==> src/hw/rtl/pddm_pkg.sv <==
// pddm_pkg: shared types and constants for the differential drive pid mixer
// no dependencies
`default_nettype none

package pddm_pkg;

    localparam int POS_W     = 16;
    localparam int ERR_W     = POS_W + 1;
    localparam int DIFF_W    = ERR_W + 1;
    localparam int ISUM_W    = 32;
    localparam int GAIN_W    = 16;
    localparam int SPEED_W   = 8;
    localparam int FRAC_W    = 8;
    localparam int CFG_IDX_W = 2;
    localparam int CFG_DAT_W = 16;

    // products: gain is zero-extended by one bit to become a signed operand
    localparam int PROD_P_W = GAIN_W + 1 + ERR_W;
    localparam int PROD_I_W = GAIN_W + 1 + ISUM_W;
    localparam int PROD_D_W = GAIN_W + 1 + DIFF_W;
    localparam int ACC_W    = PROD_I_W + 2;
    localparam int CORR_W   = ACC_W - FRAC_W;

    localparam logic [GAIN_W-1:0]  PROP_GAIN_RST  = GAIN_W'(128);
    localparam logic [GAIN_W-1:0]  INTEG_GAIN_RST = '0;
    localparam logic [GAIN_W-1:0]  DERIV_GAIN_RST = '0;
    localparam logic [SPEED_W-1:0] BASE_SPEED_RST = SPEED_W'(150);

    typedef enum logic [CFG_IDX_W-1:0] {
        CFG_PROP_GAIN  = 2'd0,
        CFG_INTEG_GAIN = 2'd1,
        CFG_DERIV_GAIN = 2'd2,
        CFG_BASE_SPEED = 2'd3
    } t_cfg_idx;

    typedef struct packed {
        logic [GAIN_W-1:0] prop;
        logic [GAIN_W-1:0] integ;
        logic [GAIN_W-1:0] deriv;
    } t_gains;

    typedef struct packed {
        logic signed [ERR_W-1:0]  err;
        logic signed [ISUM_W-1:0] isum;
        logic signed [DIFF_W-1:0] diff;
    } t_terms;

endpackage

`default_nettype wire

==> src/hw/rtl/pddm_err.sv <==
// pddm_err: error, saturating integral and difference, holds the loop state
// depends on pddm_pkg
`default_nettype none

module pddm_err
    import pddm_pkg::*;
(
    input  wire logic                    i_clk,
    input  wire logic                    i_rst_n,
    input  wire logic                    i_en,
    input  wire logic                    i_vld,
    input  wire logic signed [POS_W-1:0] i_pos,
    output logic                         o_vld,
    output t_terms                       o_terms
);

    logic signed [ISUM_W-1:0] r_isum;
    logic signed [ERR_W-1:0]  r_prev;
    logic                     r_vld;
    t_terms                   r_terms;

    logic signed [ERR_W-1:0]  n_err;
    logic signed [ISUM_W:0]   n_sum_wide;
    logic signed [ISUM_W-1:0] n_isum;
    logic signed [DIFF_W-1:0] n_diff;

    always_comb begin
        n_err      = -ERR_W'(i_pos);
        n_sum_wide = (ISUM_W+1)'(r_isum) + (ISUM_W+1)'(n_err);
        // saturate when the top two bits disagree
        if (n_sum_wide[ISUM_W] != n_sum_wide[ISUM_W-1]) begin
            n_isum = n_sum_wide[ISUM_W] ? {1'b1, {(ISUM_W-1){1'b0}}}
                                        : {1'b0, {(ISUM_W-1){1'b1}}};
        end else begin
            n_isum = n_sum_wide[ISUM_W-1:0];
        end
        n_diff = DIFF_W'(n_err) - DIFF_W'(r_prev);
    end

    always_ff @(posedge i_clk) begin
        if (!i_rst_n) begin
            r_isum <= '0;
            r_prev <= '0;
            r_vld  <= 1'b0;
        end else if (i_en) begin
            r_vld <= i_vld;
            if (i_vld) begin
                r_isum <= n_isum;
                r_prev <= n_err;
            end
        end
    end

    always_ff @(posedge i_clk) begin
        if (i_en) begin
            r_terms.err  <= n_err;
            r_terms.isum <= n_isum;
            r_terms.diff <= n_diff;
        end
    end

    assign o_vld   = r_vld;
    assign o_terms = r_terms;

endmodule

`default_nettype wire

==> config.mk <==
export PLATFORM = sky130hd
export DESIGN_NAME = pddm_err
export DESIGN_NICKNAME = d
export VERILOG_FILES = /design/src/hw/rtl/pddm_pkg.sv /design/src/hw/rtl/pddm_err.sv
export SDC_FILE = /design/constraint.sdc
export NUM_CORES = 1
export LEC_CHECK = 0
export ABC_AREA = 1
export BUFFER_PORTS_ARGS = -buffer_cell sky130_fd_sc_hd__buf_4
export CORE_MARGIN = 2
export CORE_UTILIZATION = 25
export DETAILED_ROUTE_END_ITERATION = 10
export PLACE_DENSITY_LB_ADDON = 0.25
export SYNTH_ARGS = -nofsm -noshare
export SYNTH_HDL_FRONTEND = slang
export SYNTH_SLANG_ARGS = --single-unit
==> constraint.sdc <==
create_clock -name i_clk -period 5.6 [get_ports i_clk]
set_input_delay 1.12 -clock i_clk [delete_from_list [all_inputs] [get_ports i_clk]]
set_output_delay 1.12 -clock i_clk [all_outputs]
set_load 0.005 [all_outputs]
==> results.cfg, run 1 <==
[clocking]
cts_buffers = 17
clock-root-buffer = clkbuf_16
htreeDepth = 4
cts_tree = yes
cts_setup_buffers = 0
path_clk_slew_ns = 0.06
ctsHoldBuffers = 0
cts_buffer_depth = 2
clkSinkCount = 117
clk_latency_ns = 0.43
post_cts_resized = 0

[synth]
synth_ff_type = edfxtp_1
syn_avg_cell_area_um2 = 7.57
syn-instance-count = 1024
yosysSeqAreaShare_pct = 38.9
yosysMostFrequentCell = nand2_1
synth-xor-area-share_pct = 4.63
syn_nets = 1097
synth_area_leaders = edfxtp_1, nand2_1, dfxtp_1
synth_top_family_by_area = simple AND/OR/NAND/NOR gates
post_synth_num_cell_types = 42
synth_warnings = 0
muxShareOfSynthArea_pct = 0
syn-cell-area_um2 = 7750
synth_top_cell_area_share_pct = 26.0
ys_top_cells_by_count = nand2_1, inv_1, nor2_1, edfxtp_1, a21oi_1
async_flop_share_pct = 0
yosys_register_bits = 117
yosysTopAreaCell = edfxtp_1
synth_adder_area_share_pct = 8.75
yosys.area_share.simple_pct = 27.8
synth-edff-count = 67
synth_compound_area_share_pct = 9.88

[flow_run]
cap_violations = 0

[placed_design]
gp_congestion = 0.869
port_buffers = 87
hpwl_um = 16500
place_ws_ns = 0.189

[timing]
hold_viol = 0
period_minus_slack_ns = 4.92
fmax_ghz = 0.203
finalSetupViolCount = 0
drv_slew = 0
tightest_slew_ns = 0.658
relSlewSlack_pct = 56.1
rsz0062_at_grt = false
finalHoldWorstSlack_ns = 0.471
setup_tns_ns = 0
period_share_pct = 87.9
finalClockSkew_ns = 0.0103
setup_ws_ns = 0.678

[critical_path]
arrival_ns = 5.10
r2r-end = o_terms[47]$_DFFE_PP_
critPathLaunch = i_pos[0]
r2r-start = r_isum[0]$_SDFFE_PN0P_
path_class = in2reg
end_kind = register
required_ns = 5.78
reg2reg_slack_ns = 2.88
start_kind = input pin
r2r_cells = 15
cp_max_fo = 19

[detailed_routing]
dr.pass1.iters = 5
post-route-drc-count = 0
vias = 6526
routed_wl_um = 21300
ant_nets = 0
wire_per_inst_um = 14.0
drt_iter0_markers = 319
vias_per_cell = 4.27

[cells_and_area]
synthToLayoutAreaGrowth_pct = 22.1
drive_above_1_share_pct = 17.6
multi_input_area_um2 = 3950
nets = 1191
regArea_um2 = 3010
fillers = 3315
antenna_cells = 0

[worst_hold_path]
hold_path_depth = 2
min_from = o_vld$_SDFFE_PN0P_
hold_class = reg2reg
min_to = o_vld$_SDFFE_PN0P_

[floorplan]
start_util_pct = 25.3
core_um2 = 30600
die_w_um = 180
dieArea_um2 = 32400
fp-row-count = 64
die_y_um = 180
ios = 88

[power]
ir_drop_mv = 0.202
p_leak_nw = 4.66
p_per_area_nw_per_um2 = 324
p_total_mw = 3.07

[grt]
grt_max_degree = 53
first_global_vias = 6414
grt_use_total_pct = 13.5
grt_overflow = 0
grt_first_pass_wirelength_um = 34300
antenna_found_initial = 0

[outcome]
status = complete, no violations
flip-flops by register name, indices dropped and copies added, names as in the netlist:
register and count:
r_prev 17, o_terms 67, r_isum 32, o_vld 1
report_power, final:
part	internal, mW	switching, mW	total [mW]
Sequential	1.05	0.0453	1.10
Clock	0.704	0.442	1.15
Combinational	0.326	0.501	0.827
kinds of logic (layout without fill, tap and decap cells):
kind of cell               count (synthesis)  in the layout
xor gates and xnor gates                  41             41
adders and majority gates                 53             53
and+or+nand+nor                          483            483
AOI/OAI and AO/OA                        136            136
DFF                                      117            117
buffers and inverters                    194            301
layer usage:
layer / up-vias / global-route usage (%) / share of wire, %
met5: - / 0 / 0
met4: 0 / 3.74 / 1.1
met3: 18 / 2.57 / 3.2
met2: 109 / 22.7 / 47
met1: 2944 / 17.6 / 48
li1: 3455 / - / -
critical path, cell delays in order:
cell	delay, ns
buf_4	0.13
inv_1	0.12
ha_1	0.20
nand3_1	0.13
nor3_1	0.20
nand2_1	0.14
nor4_2	0.33
nand4_1	0.20
nand2_1	0.13
inv_1	0.05
buf_4	0.21
ha_1	0.36
a21oi_1	0.33
nand2_1	0.12
nand2_1	0.07
nand2_1	0.06
a21oi_1	0.21
nand3_2	0.13
nand2_4	0.13
nand2_2	0.18
buf_4	0.27
a21oi_2	0.17
inv_1	0.06
layout make-up:
| class | count | share of cell area (%) |
|---|---|---|
| multi-input cells | 713 | 41.8 |
| flip-flops and latches | 117 | 31.8 |
| repair buffers | 98 | 7.91 |
| inverters | 171 | 6.81 |
| well taps | 396 | 5.24 |
| clock buffers | 18 | 4.54 |
| clock inverters | 14 | 1.86 |
stage by stage:
stage | util (%) | area (um2) | instances
finish | 30.9 | 9460 | 1527
global route | 30.9 | 9460 | 1527
CTS | 30.9 | 9460 | 1527
detailed placement | 28.9 | 8850 | 1495
global placement | 28.9 | 8850 | 1495
floorplan | - | 7750 | 1024
how the worst max path moves through the flow:
stage | endpoint | depth (start not counted)
after floorplan | o_terms[43]$_DFFE_PP_ | 23
after global placement | o_terms[48]$_DFFE_PP_ | 23
after detailed placement | o_terms[44]$_DFFE_PP_ | 23
after CTS | o_terms[47]$_DFFE_PP_ | 23
after global routing | o_terms[47]$_DFFE_PP_ | 23
final | o_terms[47]$_DFFE_PP_ | 23
cell usage in the layout (no fill, tap or decap), types with 4 or more instances in the layout:
cell type  Yosys  final
ha_1          51     51
xnor2_1       10     10
o21ai_0       40     40
inv_2         11     11
nor2_1       111    111
a21oi_2        9      9
nor3_1         5      5
nand3_1       28     28
xor2_1        31     31
clkbuf_16      0     17
nand4_1        4      4
nand3_2       28     28
inv_1        158    158
a21oi_1       66     66
edfxtp_1      67     67
buf_4          0     97
clkinv_4       0      5
o21bai_1       8      8
dfxtp_1       50     50
nand2_2       12     12
nand2_1      280    280
Power figures use the tool's default switching activity.
==> inputs of run 2 (changes only) <==
==> constraint.sdc (replaced) <==
create_clock -name i_clk -period 4.2 [get_ports i_clk]
set_input_delay 0.84 -clock i_clk [delete_from_list [all_inputs] [get_ports i_clk]]
set_output_delay 0.84 -clock i_clk [all_outputs]
set_load 0.005 [all_outputs]
==> run 2 against run 1 <==
Sequential share of layout area fell by 2.9 points. Combinational power rose by 52%. Flip-flop and latch count did not move. Design area rose by 10%. Register-to-register slack got worse by 1.2 ns. Die area did not move.
==> results.cfg, run 2 (synthesized netlist as in run 1, its figures left out) <==
[outcome]
status = complete, no violations

[detailed_routing]
post-route-drc-count = 0
vias = 6815
dr.pass1.iters = 6
routed_wl_um = 22000
vias_per_cell = 4.18
drt_iter0_markers = 385
ant_nets = 0
wire_per_inst_um = 13.5

[timing]
fmax_ghz = 0.256
period_share_pct = 92.9
drv_slew = 0
finalClockSkew_ns = 0.00856
period_minus_slack_ns = 3.90
finalHoldWorstSlack_ns = 0.468
setup_ws_ns = 0.297
hold_viol = 0
tightest_slew_ns = 1.16
finalSetupViolCount = 0
relSlewSlack_pct = 22.5
setup_tns_ns = 0

[clocking]
clkSinkCount = 117
cts_buffers = 17
cts_tree = yes
clk_latency_ns = 0.42
cts_buffer_depth = 2
path_clk_slew_ns = 0.06
clock-root-buffer = clkbuf_16
htreeDepth = 4

[grt]
first_global_vias = 6851
grt_first_pass_wirelength_um = 35700
grt_overflow = 0
grt_max_degree = 90
antenna_found_initial = 0
grt_use_total_pct = 13.9

[floorplan]
die_y_um = 180
dieArea_um2 = 32400
ios = 88
fp-row-count = 64
start_util_pct = 25.3
core_um2 = 30600
die_w_um = 180

[placed_design]
hpwl_um = 17000
placedCellCount = 1597
place_ws_ns = -0.391
gp_congestion = 0.889
port_buffers = 87

[critical_path]
reg2reg_slack_ns = 1.65
arrival_ns = 4.06
required_ns = 4.36
cp_max_fo = 25
end_kind = register
start_kind = input pin
path_class = in2reg

[power]
p_per_area_nw_per_um2 = 402
p_leak_nw = 5.18
ir_drop_mv = 0.214

[cells_and_area]
antenna_cells = 0
synthToLayoutAreaGrowth_pct = 34.4
final_common_cell = nand2_1
nets = 1295
layout_common_cells = nand2_1, buf_4, inv_1
largest_reg_flops = 67
drive_above_1_share_pct = 26.6
fin_util_pct = 34.1
fin_cells = 1631

[worst_hold_path]
hold_class = reg2reg

[flow_run]
cap_violations = 0
## run 2: cell types whose count changed in the layout (fill, tap and decap cells not counted), sizes merged
cell	change
clkinvlp	+2
clkinv	-3
inv	+1
bufinv	-2
clkbuf	+2
buf	+104
## run 2: worst paths after layout
kind / start / end / cells after the start
min reg2reg: o_vld$_SDFFE_PN0P_ / o_vld$_SDFFE_PN0P_ / 2
max: i_pos[0] / o_terms[28]$_DFFE_PP_ / 28
max reg2reg: r_isum[0]$_SDFFE_PN0P_ / o_terms[28]$_DFFE_PP_ / 16
min: o_vld$_SDFFE_PN0P_ / o_vld$_SDFFE_PN0P_ / 2
## run 2: what timing repair did
| action | CTS | global route |
|---|---|---|
| gates resized for setup | 0 | 31 |
| setup endpoints to repair | 0 | 63 |
| buffers inserted | 0 | 2 |
| hold buffers | 0 | 0 |
## run 2: layout make-up
class / instances / area (um2)
inverter: 171 / 644
timing repair buffer: 202 / 1580
multi-input combinational: 713 / 4100
clock buffer: 20 / 468
clock inverter: 12 / 118
tap: 396 / 495
sequential: 117 / 3010
fill: 3318 / 20200
## run 2: where the power goes
part | switching (mW) | internal, mW | total, mW | leakage, nW
Clock | 0.593 | 0.873 | 1.47 | 0.277
Sequential | 0.0607 | 1.40 | 1.46 | 1.06
Combinational | 0.701 | 0.563 | 1.26 | 3.84
Total | 1.36 | 2.84 | 4.19 | 5.18
## run 2: stage by stage
stage	power, mW	cell area [um2]
after floorplan	2.19	7750
after global placement	2.73	9670
after detailed placement	2.74	9670
after CTS	4.22	10300
after global routing	4.46	10400
final	4.19	10400
## run 2: routing by layer
metal	GRT usage [%]	vias to the layer above	wire (um)
met3	2.81	18	630
met5	0	-	0
met1	17.8	3043	10600
met4	3.52	0	199
met2	24.0	93	10600
li1	-	3661	-
## run 2: critical path, stage by stage
cell and delay (ns):
buf_4 0.12, inv_1 0.08, ha_2 0.20, nand3_2 0.11, nor3_2 0.14, nand2_1 0.11
nor4_2 0.13, buf_4 0.16, nand4_1 0.12, buf_4 0.16, nand2_1 0.07, inv_1 0.07
ha_1 0.31, buf_4 0.13, nand2_1 0.06, nor2_1 0.15, inv_1 0.09, nor2_1 0.08
nand2_1 0.07, nand2_2 0.11, nand2_2 0.07, nand2_1 0.06, nand2_1 0.08, nand2_4 0.10
nand2_2 0.08, buf_12 0.17, nand2_1 0.10, nand2_1 0.08
==> inputs of run 3 (changes only) <==
==> constraint.sdc (replaced) <==
create_clock -name i_clk -period 3.6 [get_ports i_clk]
set_input_delay 0.72 -clock i_clk [delete_from_list [all_inputs] [get_ports i_clk]]
set_output_delay 0.72 -clock i_clk [all_outputs]
set_load 0.005 [all_outputs]
==> run 3 against run 2 <==
Power increased by 28%. Wire length increased by 12%. Setup slack got worse by 0.26 ns. Critical path depth grew 1. Clock-buffer cell count fell by 2. Hold slack better by 0.0022 ns.
==> results.cfg, run 3 (synthesized netlist as in run 1, its figures left out) <==
[clocking]
cts_buffer_depth = 2
clk_latency_ns = 0.42
htreeDepth = 4
path_clk_slew_ns = 0.06
clock-root-buffer = clkbuf_16
clkSinkCount = 117
cts_tree = yes
cts_buffers = 17

[grt]
antenna_found_initial = 0
grt_use_total_pct = 14.6
grt_first_pass_wirelength_um = 37300
grt_max_degree = 46
first_global_vias = 7296
grt_overflow = 0

[detailed_routing]
routed_wl_um = 24600
drt_iter0_markers = 304
vias_per_cell = 4.24
ant_nets = 0
post-route-drc-count = 0
vias = 7381
dr.pass1.iters = 5
wire_per_inst_um = 14.1

[outcome]
status = complete, no violations

[cells_and_area]
drive_above_1_share_pct = 41.5
design_area_um2 = 12200
layout_common_cells = buf_4, nand2_1, inv_1
antenna_cells = 0
largest_reg_flops = 67
synthToLayoutAreaGrowth_pct = 57.5
final_common_cell = buf_4
nets = 1405
fillers = 3113

[timing]
setup_ws_ns = 0.0387
tightest_slew_ns = 1.03
relSlewSlack_pct = 31.2
rsz0062_at_grt = true
drv_slew = 0
finalSetupViolCount = 0
period_minus_slack_ns = 3.56
period_share_pct = 98.9
fmax_ghz = 0.281
hold_viol = 0
finalClockSkew_ns = 0.0122

[floorplan]
core_um2 = 30600
start_util_pct = 25.3
die_w_um = 180
ios = 88
fp-row-count = 64
die_y_um = 180
dieArea_um2 = 32400

[placed_design]
gp_congestion = 0.872
place_ws_ns = -0.856
hpwl_um = 17600
port_buffers = 87
dpl-instance-area_um2 = 10200

[critical_path]
r2r-start = r_isum[0]$_SDFFE_PN0P_
required_ns = 3.96
end_kind = register
max_stage_delay_ns = 0.25
crit_top_cell = nand2_2
critPathLaunch = i_pos[1]
cp_max_fo = 9
slowest_stage = ha_4
start_kind = input pin
path_class = in2reg
arrival_ns = 3.92

[power]
power_frac_seq_pct = 31.9
combPwrFrac_pct = 36.2
ir_drop_mv = 0.259
swShare_pct = 33.5
p_total_mw = 5.36
p_per_area_nw_per_um2 = 439
power.switching_mw = 1.80
p_clk_share_pct = 31.8
p_int_mw = 3.56
p_leak_nw = 5.92

[worst_hold_path]
min_from = r_prev[7]$_SDFFE_PN0P_
hold_class = reg2reg

[flow_run]
cap_violations = 0
run 3: cell count changes in the layout (fill, tap and decap cells not counted), sizes merged:
cell and change:
buf +104, clkbuf +4, inv +2, clkinv +1, clkinvlp -1
run 3: per-layer routing:
| metal | up-vias | routed length (um) | global-route usage [%] |
|---|---|---|---|
| met5 | - | 0 | 0 |
| met4 | 0 | 594 | 4.13 |
| met3 | 33 | 823 | 2.69 |
| met2 | 117 | 12100 | 25.6 |
| met1 | 3350 | 11100 | 18.2 |
| li1 | 3881 | - | - |
run 3: power by group through the flow:
stage                     Clock (mW)  Combinational [mW]  Sequential, mW
after global routing            1.79                2.14            1.73
after floorplan                    0               0.834            1.72
after global placement             0                1.55            1.74
after detailed placement           0                1.56            1.74
after CTS                       1.74                1.68            1.72
final                           1.71                1.94            1.71
run 3: path summary, 6_finish.rpt:
kind                            endpoint  slack [ns]  cells after the start
setup / recovery  r_isum[8]$_SDFFE_PN0P_        0.04                     29
hold / removal    r_prev[7]$_SDFFE_PN0P_        0.47                      2
setup reg to reg   o_terms[48]$_DFFE_PP_        1.10                     16
hold reg to reg   r_prev[7]$_SDFFE_PN0P_        0.47                      2
run 3: worst max-delay path, delay by kind of cell:
family | cells | cell delay, ns
compound gates | 1 | 0.20
fa+ha+maj | 2 | 0.39
buf+inv | 9 | 0.99
simple gates | 17 | 1.62
run 3: what timing repair did:
action | 4_1_cts | 5_1_grt
pin swaps | 18 | 37
buffers inserted | 24 | 16
endpoints found under the setup margin | 64 | 70
gates resized for setup | 84 | 142
hold buffers | 0 | 0
cloned | 0 | 9
run 3: cell type report:
cell class                 instances  area (um2)  share of cell area (%)
multi-input combinational        713        4850                    39.8
sequential                       117        3010                    24.7
timing repair buffer             312        2590                    21.2
inverter                         171         672                    5.51
tap                              396         495                    4.06
clock buffer                      18         439                    3.60
clock inverter                    14         140                    1.15
run 3: per-stage QoR:
stage	utilization [%]	TNS, ns	instances	hold WS, ns
global route	39.9	-7.46	1741	0.499
global placement	33.2	-48.17	1661	0.455
floorplan	-	-14.61	1024	0.442
detailed placement	33.2	-51.17	1661	0.462
finish	39.9	0	1741	0.471
CTS	37.1	0	1717	0.471
