--- config.mk ---
export PLATFORM = sky130hd
export DESIGN_NAME = pddm_mix
export DESIGN_NICKNAME = d
export VERILOG_FILES = /design/src/hw/rtl/pddm_pkg.sv /design/src/hw/rtl/pddm_mix.sv
export SDC_FILE = /design/constraint.sdc
export NUM_CORES = 1
export LEC_CHECK = 0
export BUFFER_PORTS_ARGS = -buffer_cell sky130_fd_sc_hd__buf_2
export CORE_MARGIN = 2
export CORE_UTILIZATION = 52
export DETAILED_ROUTE_END_ITERATION = 7
export HOLD_SLACK_MARGIN = 0.15
export PLACE_DENSITY_LB_ADDON = 0.12
export SYNTH_ARGS = -nofsm -noshare
export SYNTH_HDL_FRONTEND = slang
export SYNTH_SLANG_ARGS = --single-unit
export TNS_END_PERCENT = 30
--- constraint.sdc ---
create_clock -name i_clk -period 3.05 [get_ports i_clk]
set_input_delay 0 -clock i_clk [delete_from_list [all_inputs] [get_ports i_clk]]
set_output_delay 0 -clock i_clk [all_outputs]
set_load 0.01 [all_outputs]
--- src/hw/rtl/pddm_pkg.sv ---
// pddm_pkg: shared types and constants for the differential drive pid mixer
// no dependencies
`default_nettype none

package pddm_pkg;

    localparam int POS_W     = 16;
    localparam int ERR_W     = POS_W + 1;
    localparam int DIFF_W    = ERR_W + 1;
    localparam int ISUM_W    = 32;
    localparam int GAIN_W    = 16;
    localparam int SPEED_W   = 8;
    localparam int FRAC_W    = 8;
    localparam int CFG_IDX_W = 2;
    localparam int CFG_DAT_W = 16;

    // products: gain is zero-extended by one bit to become a signed operand
    localparam int PROD_P_W = GAIN_W + 1 + ERR_W;
    localparam int PROD_I_W = GAIN_W + 1 + ISUM_W;
    localparam int PROD_D_W = GAIN_W + 1 + DIFF_W;
    localparam int ACC_W    = PROD_I_W + 2;
    localparam int CORR_W   = ACC_W - FRAC_W;

    localparam logic [GAIN_W-1:0]  PROP_GAIN_RST  = GAIN_W'(128);
    localparam logic [GAIN_W-1:0]  INTEG_GAIN_RST = '0;
    localparam logic [GAIN_W-1:0]  DERIV_GAIN_RST = '0;
    localparam logic [SPEED_W-1:0] BASE_SPEED_RST = SPEED_W'(150);

    typedef enum logic [CFG_IDX_W-1:0] {
        CFG_PROP_GAIN  = 2'd0,
        CFG_INTEG_GAIN = 2'd1,
        CFG_DERIV_GAIN = 2'd2,
        CFG_BASE_SPEED = 2'd3
    } t_cfg_idx;

    typedef struct packed {
        logic [GAIN_W-1:0] prop;
        logic [GAIN_W-1:0] integ;
        logic [GAIN_W-1:0] deriv;
    } t_gains;

    typedef struct packed {
        logic signed [ERR_W-1:0]  err;
        logic signed [ISUM_W-1:0] isum;
        logic signed [DIFF_W-1:0] diff;
    } t_terms;

endpackage

`default_nettype wire

--- src/hw/rtl/pddm_mix.sv ---
// pddm_mix: base speed plus and minus correction, clamped, result register
// depends on pddm_pkg
`default_nettype none

module pddm_mix
    import pddm_pkg::*;
(
    input  wire logic                     i_clk,
    input  wire logic                     i_rst_n,
    input  wire logic                     i_en,
    input  wire logic                     i_vld,
    input  wire logic signed [CORR_W-1:0] i_corr,
    input  wire logic [SPEED_W-1:0]       i_base,
    output logic                          o_vld,
    output logic [SPEED_W-1:0]            o_right,
    output logic [SPEED_W-1:0]            o_left
);

    localparam int SUM_W = CORR_W + 1;

    logic signed [SUM_W-1:0] n_right_raw;
    logic signed [SUM_W-1:0] n_left_raw;
    logic [SPEED_W-1:0]      n_right;
    logic [SPEED_W-1:0]      n_left;
    logic [SPEED_W-1:0]      r_right;
    logic [SPEED_W-1:0]      r_left;
    logic                    r_vld;

    function automatic logic [SPEED_W-1:0] clamp_speed(input logic signed [SUM_W-1:0] v);
        logic [SPEED_W-1:0] res;
        if (v[SUM_W-1]) begin
            res = '0;
        end else if (|v[SUM_W-2:SPEED_W]) begin
            res = '1;
        end else begin
            res = v[SPEED_W-1:0];
        end
        return res;
    endfunction

    always_comb begin
        n_right_raw = SUM_W'($signed({1'b0, i_base})) + SUM_W'(i_corr);
        n_left_raw  = SUM_W'($signed({1'b0, i_base})) - SUM_W'(i_corr);
        n_right     = clamp_speed(n_right_raw);
        n_left      = clamp_speed(n_left_raw);
    end

    always_ff @(posedge i_clk) begin
        if (!i_rst_n) begin
            r_vld <= 1'b0;
        end else if (i_en) begin
            r_vld <= i_vld;
        end
    end

    always_ff @(posedge i_clk) begin
        if (i_en) begin
            r_right <= n_right;
            r_left  <= n_left;
        end
    end

    assign o_vld   = r_vld;
    assign o_right = r_right;
    assign o_left  = r_left;

endmodule

`default_nettype wire

==> results of run 1 <==
-- state kept, by name, indices dropped and copies added, names as in the netlist --
signal	count
o_right	8
o_left	8
o_vld	1
-- worst min path at each step --
stage                  from        end  slack [ps]  cells after the start
detailed placement  i_rst_n      o_vld         220                      2
global placement    i_rst_n      o_vld         210                      2
global route           i_en  o_left[0]         190                      1
finish                 i_en  o_left[3]         180                      1
CTS                    i_en  o_left[0]         180                      1
floorplan              i_en  o_left[0]         110                      0
-- cell usage after synthesis (all sizes together) (6+ instances only) --
cell type | instances | area [um^2]
a31oi | 15 | 93.8
nor2b | 9 | 56.3
mux2i | 7 | 70.1
o211ai | 11 | 82.6
xor2 | 10 | 87.6
or4 | 7 | 67.6
nand2 | 28 | 105
clkbuf | 20 | 76.3
buf | 20 | 128
o21ai | 12 | 60.1
ha | 16 | 200
edfxtp | 16 | 480
nor2 | 43 | 169
xnor2 | 14 | 123
inv | 19 | 71.3
nor3 | 36 | 190
and3 | 8 | 51.3
a21oi | 31 | 155
o31ai | 6 | 45.0
nand2b | 11 | 68.8
nand4 | 24 | 156
nand3 | 21 | 105
nor4 | 10 | 96.4
-- cell families (layout without fill, tap and decap cells) --
group	Yosys count	in the layout	synth area share, %
mux	8	8	2.27
compound gates	135	135	27.9
xor+xnor	24	24	5.86
buf+inv	59	141	7.68
flops	17	17	14.0
simple gates	223	223	35.3
fa+ha+maj	19	19	6.98
-- layout by cell type, fill, tap and decap left out, types with 5 or more instances in the layout --
master    synthesis  layout
and3_1            7       7
nor4_1            6       6
nand3_1          21      21
edfxtp_1         16      16
nand2_1          28      28
xor2_1           10      10
nand4_1          23      23
inv_1            19      19
xnor2_1          14      14
buf_2            15      71
o31ai_1           6       6
nor2_1           42      42
o21ai_0          10      10
nor2b_1           9       9
nor3_1           34      34
and2_1            5       5
buf_4             1      45
a31o_2            5       5
mux2i_1           7       7
a21oi_1          31      31
o211ai_1         11      11
a31oi_1          15      15
ha_1             16      16
nand2b_1         11      11
-- layer usage --
layer / vias to the layer above / GRT usage [%] / wire, um
met1: 1978 / 41.7 / 5030
met3: 31 / 1.71 / 900
li1: 2033 / - / -
met4: 0 / 8.81 / 305
met5: - / 0 / 0
met2: 227 / 55.5 / 5880
-- worst reg2reg max path: stages (launching register included) --
cell and delay, ps:
dfxtp_1 310, mux2i_1 120, nor2b_1 50, dlygate4sd3_1 550
-- power groups by stage --
stage | registers [W] | clock network (W) | logic, W
6_report | 0.000279 | 0.000166 | 0.000524
5_1_grt | 0.000280 | 0.000177 | 0.000567
4_1_cts | 0.000279 | 0.000168 | 0.000514
3_5_place_dp | 0.000284 | 0 | 0.000509
3_3_place_gp | 0.000283 | 0 | 0.000503
2_1_floorplan | 0.000295 | 0 | 0.000300
-- metrics by stage --
| stage | hold WS (ps) | setup slack [ps] | instance area, um^2 |
|---|---|---|---|
| after floorplan | 112 | 229 | 3590 |
| after global placement | 213 | 32.3 | 4180 |
| after detailed placement | 221 | -62.6 | 4180 |
| after CTS | 184 | 220 | 4240 |
| after global routing | 189 | 22.3 | 4240 |
| final | 178 | 210 | 4240 |
-- area by class of cell --
type | count | area [um^2]
multi-input combinational | 409 | 2810
timing repair buffer | 118 | 713
sequential | 17 | 500
inverter | 19 | 71.3
clock buffer | 3 | 41.3
clock inverter | 1 | 5.00
tap | 80 | 100
fill | 642 | 2480
-- what timing repair did --
action	in CTS	in global routing
hold buffers	2	0
endpoints found under the hold margin	1	0
buffers inserted	0	0
==> metrics.md, run 1 <==
| Metric | Value |
|---|---|
| Max Fclk | `352 MHz` |
| Clock-pin slew on the worst setup and hold paths | `60 ps` |
| Min-Delay Path Class | `input pin to flop` |
| YS warnings | `0` |
| CTS root buffer | `clkbuf_8` |
| Critical path, cell by cell | `buf_2, ha_1, fa_1, nand2b_1, a21oi_1, o21a_1, and4_1, a2bb2oi_1, nand4_2, a2111oi_4, buf_4, a21oi_1` |
| Core area | `0.00672 mm^2` |
| FFs w/ async S/R, synth | `0%` |
| DIE AREA | `0.00758 mm^2` |
| Placed Cells incl. Taps | `641` |
| Max-cap violation count | `0` |
| CP max stage cell | `o21a_1` |
| Internal Power | `0.000575 W` |
| Final Util | `63.1%` |
| Setup-failing EPs final | `0` |
| DR pass1 iterations | `5` |
| Die height | `87.0 um` |
| Starting Density | `53.4%` |
| Syn Inst Count | `485` |
| CTS tree | `yes` |
| Row cnt | `30` |
| Routability cong. | `1.01` |
| Crit path top cell by count | `a21oi_1` |
| Drt via density | `6.60` |
| Wire length per cell | `18.7 um` |
| Number of synthesized flops with an enable pin | `16` |
| Largest net degree at the start of global routing | `18` |
| 1st-iter DRT viols | `389` |
| Critical path endpoint category | `flop` |
| Final Power | `0.000969 W` |
| Number of nets in the layout | `641` |
| FF-to-FF End | `o_vld` |
| Worst setup endpoint | `o_left[2]` |
| Routed Antenna Nets | `0` |
| Hold Fails Final Rpt | `0` |
| First-pass GRT wire length | `19100 um` |
| Outcome | `finished, final reports clean` |
| Setup TNS | `0 ps` |
| H-Tree Depth | `1` |
| CP max FO | `13` |
| Post-Syn Area | `0.00359 mm^2` |
| CP Data Arrival Time | `2820 ps` |
| RSZ-0062 raised after global routing | `no` |
| Grt ovf | `0` |
| CP max stage delay | `440 ps` |
| Area delta synth->final | `18.3%` |
| WP data required | `3030 ps` |
| Synth Register Bits | `17` |
| Sequential share of power | `28.7%` |
| Register area share after synthesis | `14.0%` |
| Syn Nets | `558` |
| TritonCTS Buffers | `3` |
| P_leak | `1.64 nW` |
| Sw frac | `40.7%` |
| Diodes inserted | `0` |
| Clock network fraction of design power | `17.2%` |
| Post-route DRC | `0` |
| Die Span X | `87.0 um` |
| Initial antenna violation count | `0` |
| Peak VDD IR | `0.000114 V` |
| Tmin final | `2840 ps` |
| Vias | `4269` |
| Routed WL | `12100 um` |
| P_sw | `0.000394 W` |
| CP bufs+invs | `2` |
| IO Port Bufs | `71` |
| Crit path max-delay family | `compound AO/OA/AOI/OAI gates` |
| Slew margin rel. | `55.9%` |
| Library cells used by synthesis | `82` |
| Slew @ Worst Pin | `655 ps` |
| Detail Placement HPWL | `9740 um` |
| Clock Sinks | `17` |
| Critical path type | `input pin to flop` |
| Worst path depth | `12` |
| R2R Setup Slk | `1910 ps` |
| PostCTS Resize Cnt | `0` |
| Clk_lat worst skew | `250 ps` |
| Clk buf depth | `2` |
| PD cells | `229 mW/mm^2` |
| R2R Path Start | `o_vld` |
| Worst Setup SP | `i_corr[0]` |
| Worst r2r path cells | `3` |
| Top_reg_cell synth | `edfxtp_1` |
| All-layer global routing usage | `31.6%` |
| Vias in the first global route | `3825` |
| Number of top-level pins | `72` |
| Combinational Power Share | `54.1%` |
| Fraction of layout cells with a size suffix above 1 | `26.5%` |
| Startpoint types | `input pin` |
| Mean post-synth cell area | `7.39 um^2` |
| Clk_skew | `0 ps` |
| Final worst-path cycle share | `93.1%` |
| Slew Limit Fails | `0` |
| Final std cells w/o fill | `647` |
No activity file was read; power rests on OpenSTA's default activity.
==> inputs of run 2 (changes only) <==
CELL_PAD_IN_SITES_DETAIL_PLACEMENT = 0   (was default)
CELL_PAD_IN_SITES_GLOBAL_PLACEMENT = 2   (was default)
CORE_UTILIZATION = 29   (was 52)
==> run 2 against run 1 <==
Core utilization fell by 26 points; via count fell by 0.21%; clock-buffer cell count rose by 1; hold slack improved by 28 ps; register-to-register slack barely moved; setup slack got worse by 57 ps; cell area rose by 5.9%; critical endpoint is now o_left[0]; largest cell class unchanged.
==> metrics.md, run 2 (synthesized netlist as in run 1, its figures left out) <==
| Metric | Value |
|---|---|
| Routed WL | `14300 um (was 12100 um)` |
| WHS | `206 ps (was 178 ps)` |
| Final Power | `0.00108 W (was 0.000969 W)` |
| Min-Delay Path Class | `input pin to flop (unchanged)` |
| CP max FO | `13 (unchanged)` |
| Most frequent cells in the layout | `buf_2, buf_4, nor2_1 (unchanged)` |
| R2R Path Start | `o_vld (unchanged)` |
| Startpoint types | `input pin (unchanged)` |
| Largest net degree at the start of global routing | `18 (unchanged)` |
| Initial antenna violation count | `0 (unchanged)` |
| Outcome | `finished, final reports clean (unchanged)` |
| Grt ovf | `0 (unchanged)` |
| Hold depth | `1 (unchanged)` |
| Setup-failing EPs final | `0 (unchanged)` |
| Hold Fails Final Rpt | `0 (unchanged)` |
| Die Span X | `115 um (was 87.0 um)` |
| Final worst setup slack | `153 ps (was 210 ps)` |
| Die height | `115 um (was 87.0 um)` |
| Routability cong. | `0.877 (was 1.01)` |
| Clock Sinks | `17 (unchanged)` |
| Slew @ Worst Pin | `707 ps (was 655 ps)` |
| Post-route DRC | `0 (unchanged)` |
| CTS root buffer | `clkbuf_16 (was clkbuf_8)` |
| Hold Path End | `o_right[5] (was o_left[3])` |
| Critical path, cell by cell | `buf_2, buf_4, ha_1, fa_1, nand2b_1, a21oi_1, o21a_1, and4_1, a2bb2oi_1, nand4_2, a2111oi_4, buf_4, a21oi_1 (was buf_2, ha_1, fa_1, nand2b_1, a21oi_1, o21a_1, and4_1, a2bb2oi_1, nand4_2, a2111oi_4, buf_4, a21oi_1)` |
| Hold Crit Start | `i_en (unchanged)` |
| CP max stage cell | `o21a_1 (unchanged)` |
| PD cells | `240 mW/mm^2 (was 229 mW/mm^2)` |
| Diodes inserted | `0 (unchanged)` |
| H-Tree Depth | `1 (unchanged)` |
| Detail Placement HPWL | `11600 um (was 9740 um)` |
| First-pass GRT wire length | `22000 um (was 19100 um)` |
| IO Port Bufs | `71 (unchanged)` |
| CP max stage delay | `430 ps (was 440 ps)` |
| Area delta synth->final | `25.3% (was 18.3%)` |
| Final worst-path cycle share | `95.0% (was 93.1%)` |
| Number of nets in the layout | `653 (was 641)` |
| Vias in the first global route | `4061 (was 3825)` |
| CP Data Arrival Time | `2860 ps (was 2820 ps)` |
| Drt via density | `5.70 (was 6.60)` |
| TritonCTS Buffers | `3 (unchanged)` |
| Core area | `0.0121 mm^2 (was 0.00672 mm^2)` |
| Max Fclk | `345 MHz (was 352 MHz)` |
| Number of top-level pins | `72 (unchanged)` |
| DR pass1 iterations | `5 (unchanged)` |
| Row cnt | `40 (was 30)` |
| P_leak | `1.73 nW (was 1.64 nW)` |
| Clk_lat worst skew | `240 ps (was 250 ps)` |
| Routed Antenna Nets | `0 (unchanged)` |
| Final Util | `37.2% (was 63.1%)` |
| WP data required | `3010 ps (was 3030 ps)` |
| Vias | `4260 (was 4269)` |
| FF-to-FF End | `o_vld (unchanged)` |
| Critical path endpoint category | `flop (unchanged)` |
| Slew margin rel. | `52.4% (was 55.9%)` |
| Worst r2r path cells | `3 (unchanged)` |
| Max-cap violation count | `0 (unchanged)` |
| Peak VDD IR | `0.000148 V (was 0.000114 V)` |
| Clk_skew | `0 ps (unchanged)` |
| 1st-iter DRT viols | `341 (was 389)` |
| Commonest non-fill, non-tap cell in the layout | `buf_2 (unchanged)` |
| Clk buf depth | `2 (unchanged)` |
| Slew Limit Fails | `0 (unchanged)` |
| CTS tree | `yes (unchanged)` |
| Wire length per cell | `19.1 um (was 18.7 um)` |
| Starting Density | `29.7% (was 53.4%)` |
| Critical path type | `input pin to flop (unchanged)` |
| DIE AREA | `0.0133 mm^2 (was 0.00758 mm^2)` |
| All-layer global routing usage | `21.1% (was 31.6%)` |
| DP Worst Slack | `-61.3 ps (was -62.6 ps)` |
| R2R Setup Slk | `1910 ps (about the same)` |
| Fraction of layout cells with a size suffix above 1 | `28.0% (was 26.5%)` |
| Clock-pin slew on the worst setup and hold paths | `50 ps (was 60 ps)` |
| RSZ-0062 raised after global routing | `no (unchanged)` |
| Tmin final | `2900 ps (was 2840 ps)` |
==> run 2: changes by cell type in the layout (fill, tap and decap cells not counted), sizes merged <==
cell    change
buf        +12
clkbuf      +1
clkinv      -1
==> run 2: report_power, final <==
group          switching (W)  total [W]  internal, W
clock network      0.0000752   0.000252     0.000177
logic               0.000326   0.000543     0.000218
registers         0.00000558   0.000282     0.000276
total               0.000407    0.00108     0.000670
==> run 2: area by class of cell <==
cell class                 count  area, um^2
sequential                    17         500
multi-input combinational    409        2820
tap                          168         210
clock buffer                   4        78.8
timing repair buffer         130         807
fill                        1308        7570
inverter                      19        71.3
==> run 2: repair_timing <==
item	CTS	global route
setup buffers	0	0
endpoints found under the hold margin	1	0
resized for setup	0	4
hold buffers	2	0
endpoints found under the setup margin	0	8
==> run 2: metal layers <==
layer | wire length, um | global-route usage, % | vias to the layer above
met5 | 0 | 0 | -
met4 | 240 | 4.18 | 0
met3 | 670 | 1.11 | 18
met2 | 7190 | 38.5 | 143
met1 | 6160 | 27.5 | 2042
li1 | - | - | 2057
==> run 2: worst max-delay path by stage <==
stage                     startpoint          to  cells after the start
after floorplan            i_base[0]   o_left[0]                     11
after global placement     i_corr[0]   o_left[1]                     13
after detailed placement   i_corr[0]   o_left[0]                     13
after CTS                  i_corr[0]   o_left[0]                     13
after global routing       i_corr[0]  o_right[2]                     14
final                      i_corr[0]   o_left[0]                     13
==> run 2: critical path: cells and delay by family <==
family,cells,cell delay (ps)
compound gates,5,1220
fa+ha+maj,2,600
simple gates,3,590
buf+inv,3,440
==> run 2: through the flow <==
step                      cell area (um^2)  cells  setup TNS [ps]
after global placement                4380    741            -403
after CTS                             4470    747               0
after floorplan                       3590    485               0
after global routing                  4490    747               0
after detailed placement              4380    741            -642
final                                 4490    747               0
==> inputs of run 3 (changes only) <==
GPL_TIMING_DRIVEN = 0   (was default)
PLACE_DENSITY = 0.79   (was default)
PLACE_DENSITY_LB_ADDON = default   (was 0.12)
==> run 3 against run 2 <==
Fmax fell by 2.6%; critical path depth fell by 2; total power down 2.3%; sequential power barely moved; cell area is 3.1% lower; register-to-register slack barely moved; global-route usage fell by 2.1 points; clock-buffer cell count unchanged; largest cell class unchanged.
==> metrics.md, run 3 (synthesized netlist as in run 1, its figures left out) <==
| Metric | Value |
|---|---|
| Most frequent cells in the layout | `buf_2, nor2_1, nor3_1 (was buf_2, buf_4, nor2_1)` |
| Largest net degree at the start of global routing | `18 (unchanged)` |
| Initial antenna violation count | `0 (unchanged)` |
| Wire length per cell | `18.1 um (was 19.1 um)` |
| Starting Density | `29.7% (unchanged)` |
| P_leak | `1.55 nW (was 1.73 nW)` |
| CP Data Arrival Time | `2920 ps (was 2860 ps)` |
| Row cnt | `40 (unchanged)` |
| Final Util | `36.1% (was 37.2%)` |
| Fraction of layout cells with a size suffix above 1 | `23.5% (was 28.0%)` |
| Final Power | `0.00105 W (was 0.00108 W)` |
| CP max FO | `8 (was 13)` |
| Drt via density | `5.67 (was 5.70)` |
| Clock-pin slew on the worst setup and hold paths | `50 ps (about the same)` |
| Grt ovf | `0 (unchanged)` |
| Area delta synth->final | `21.4% (was 25.3%)` |
| Routed WL | `13000 um (was 14300 um)` |
| Slew Limit Fails | `0 (unchanged)` |
| Hold Fails Final Rpt | `0 (unchanged)` |
| Min-Delay Path Class | `input pin to flop (unchanged)` |
| Final worst-path cycle share | `97.5% (was 95.0%)` |
| Slew @ Worst Pin | `825 ps (was 707 ps)` |
| Fillers | `1300 (was 1308)` |
| Finished Cell Area | `0.00435 mm^2 (was 0.00449 mm^2)` |
| CP bufs+invs | `3 (unchanged)` |
| Critical path endpoint category | `flop (unchanged)` |
| Critical path, cell by cell | `buf_2, or4_4, buf_6, nor4_1, o2111ai_1, mux2i_1, a21oi_1, a211o_1, a2111oi_4, buf_6, a21oi_1 (was buf_2, buf_4, ha_1, fa_1, nand2b_1, a21oi_1, o21a_1, and4_1, a2bb2oi_1, nand4_2, a2111oi_4, buf_4, a21oi_1)` |
| R2R Setup Slk | `1920 ps (was 1910 ps)` |
| Critical path type | `input pin to flop (unchanged)` |
| WHS | `199 ps (was 206 ps)` |
| Routed Antenna Nets | `0 (unchanged)` |
| TritonCTS Buffers | `3 (unchanged)` |
| Core area | `0.0121 mm^2 (unchanged)` |
| DR pass1 iterations | `6 (was 5)` |
| WP data required | `3000 ps (was 3010 ps)` |
| Outcome | `finished, final reports clean (unchanged)` |
| Peak VDD IR | `0.000152 V (was 0.000148 V)` |
| Max-cap violation count | `0 (unchanged)` |
| Clk_lat worst skew | `240 ps (about the same)` |
| CP max stage delay | `630 ps (was 430 ps)` |
| Max Fclk | `336 MHz (was 345 MHz)` |
| Number of top-level pins | `72 (unchanged)` |
| Commonest non-fill, non-tap cell in the layout | `buf_2 (unchanged)` |
| Tmin final | `2970 ps (was 2900 ps)` |
| Die Span X | `115 um (unchanged)` |
| Startpoint types | `input pin (unchanged)` |
| Diodes inserted | `0 (unchanged)` |
| IO Port Bufs | `53 (was 71)` |
| PD cells | `242 mW/mm^2 (was 240 mW/mm^2)` |
| CTS root buffer | `clkbuf_16 (unchanged)` |
| Clk buf depth | `2 (unchanged)` |
| Detail Placement HPWL | `10300 um (was 11600 um)` |
| Crit path max-delay family | `simple AND/OR/NAND/NOR gates (was compound AO/OA/AOI/OAI gates)` |
| CTS tree | `yes (unchanged)` |
| Post-route DRC | `0 (unchanged)` |
| All-layer global routing usage | `19.0% (was 21.1%)` |
| CP max stage cell | `nor4_1 (was o21a_1)` |
| Number of nets in the layout | `624 (was 653)` |
| Slew margin rel. | `44.5% (was 52.4%)` |
| First-pass GRT wire length | `20100 um (was 22000 um)` |
| Vias in the first global route | `3838 (was 4061)` |
| 1st-iter DRT viols | `309 (was 341)` |
| Post-DP Area | `0.00406 mm^2 (was 0.00438 mm^2)` |
| Routability cong. | `0.891 (was 0.877)` |
| Die height | `115 um (unchanged)` |
| Setup-failing EPs final | `0 (unchanged)` |
| Clk_skew | `0 ps (unchanged)` |
| Clock Sinks | `17 (unchanged)` |
| Vias | `4068 (was 4260)` |
| DIE AREA | `0.0133 mm^2 (unchanged)` |
| H-Tree Depth | `1 (unchanged)` |
[run 3: cell types whose count changed in the layout (fill, tap and decap cells not counted), moves of 2 or more]
| cell | change |
|---|---|
| nor3_2 | +2 |
| a2111oi_2 | +2 |
| a21oi_1 | -3 |
| a2111oi_1 | -2 |
| buf_2 | -5 |
| buf_6 | +5 |
| a21oi_4 | +3 |
| clkbuf_4 | +2 |
| clkbuf_1 | +19 |
| nor3_1 | -2 |
| buf_4 | -51 |
[run 3: repair_timing]
| action | CTS | global route |
|---|---|---|
| hold endpoints to repair | 1 | 0 |
| hold buffers | 2 | 0 |
| endpoints found under the setup margin | 16 | 16 |
| buffers inserted | 4 | 2 |
| gates cloned | 0 | 0 |
| resized for setup | 11 | 20 |
| pin swaps | 4 | 6 |
[run 3: worst paths after layout]
kind	from	to	cells past startpoint
setup / recovery	i_corr[23]	o_left[1]	11
hold / removal	i_en	o_left[6]	1
hold reg to reg	o_vld	o_vld	3
setup reg to reg	o_vld	o_vld	3
[run 3: routing by layer]
| metal | share of wire, % | wire length, um | up-vias | GRT usage [%] |
|---|---|---|---|---|
| met1 | 45 | 5900 | 1924 | 25.7 |
| met2 | 49 | 6410 | 120 | 34.0 |
| met5 | 0 | 0 | - | 0 |
| li1 | - | - | 2010 | - |
| met3 | 4.0 | 513 | 14 | 1.16 |
| met4 | 1.2 | 150 | 0 | 2.65 |
[run 3: cell type report]
type	count	area, um^2	share of cell area [%]
inverter	19	71.3	1.64
timing repair buffer	61	338	7.76
multi-input combinational	409	2950	67.7
tap	168	210	4.83
buffer	40	209	4.80
clock buffer	4	78.8	1.81
sequential	17	500	11.5
[run 3: stage by stage]
stage	cells	TNS (ps)	setup slack (ps)
after floorplan	485	0	229
after global placement	706	-10100	-752
after detailed placement	706	-10700	-796
after CTS	716	0	8.92
after global routing	718	-334	-56.6
final	718	0	76.6
[run 3: report_power, final]
group	internal, W	switching (W)
logic	0.000189	0.000331
clock network	0.000177	0.0000752
registers	0.000276	0.00000454
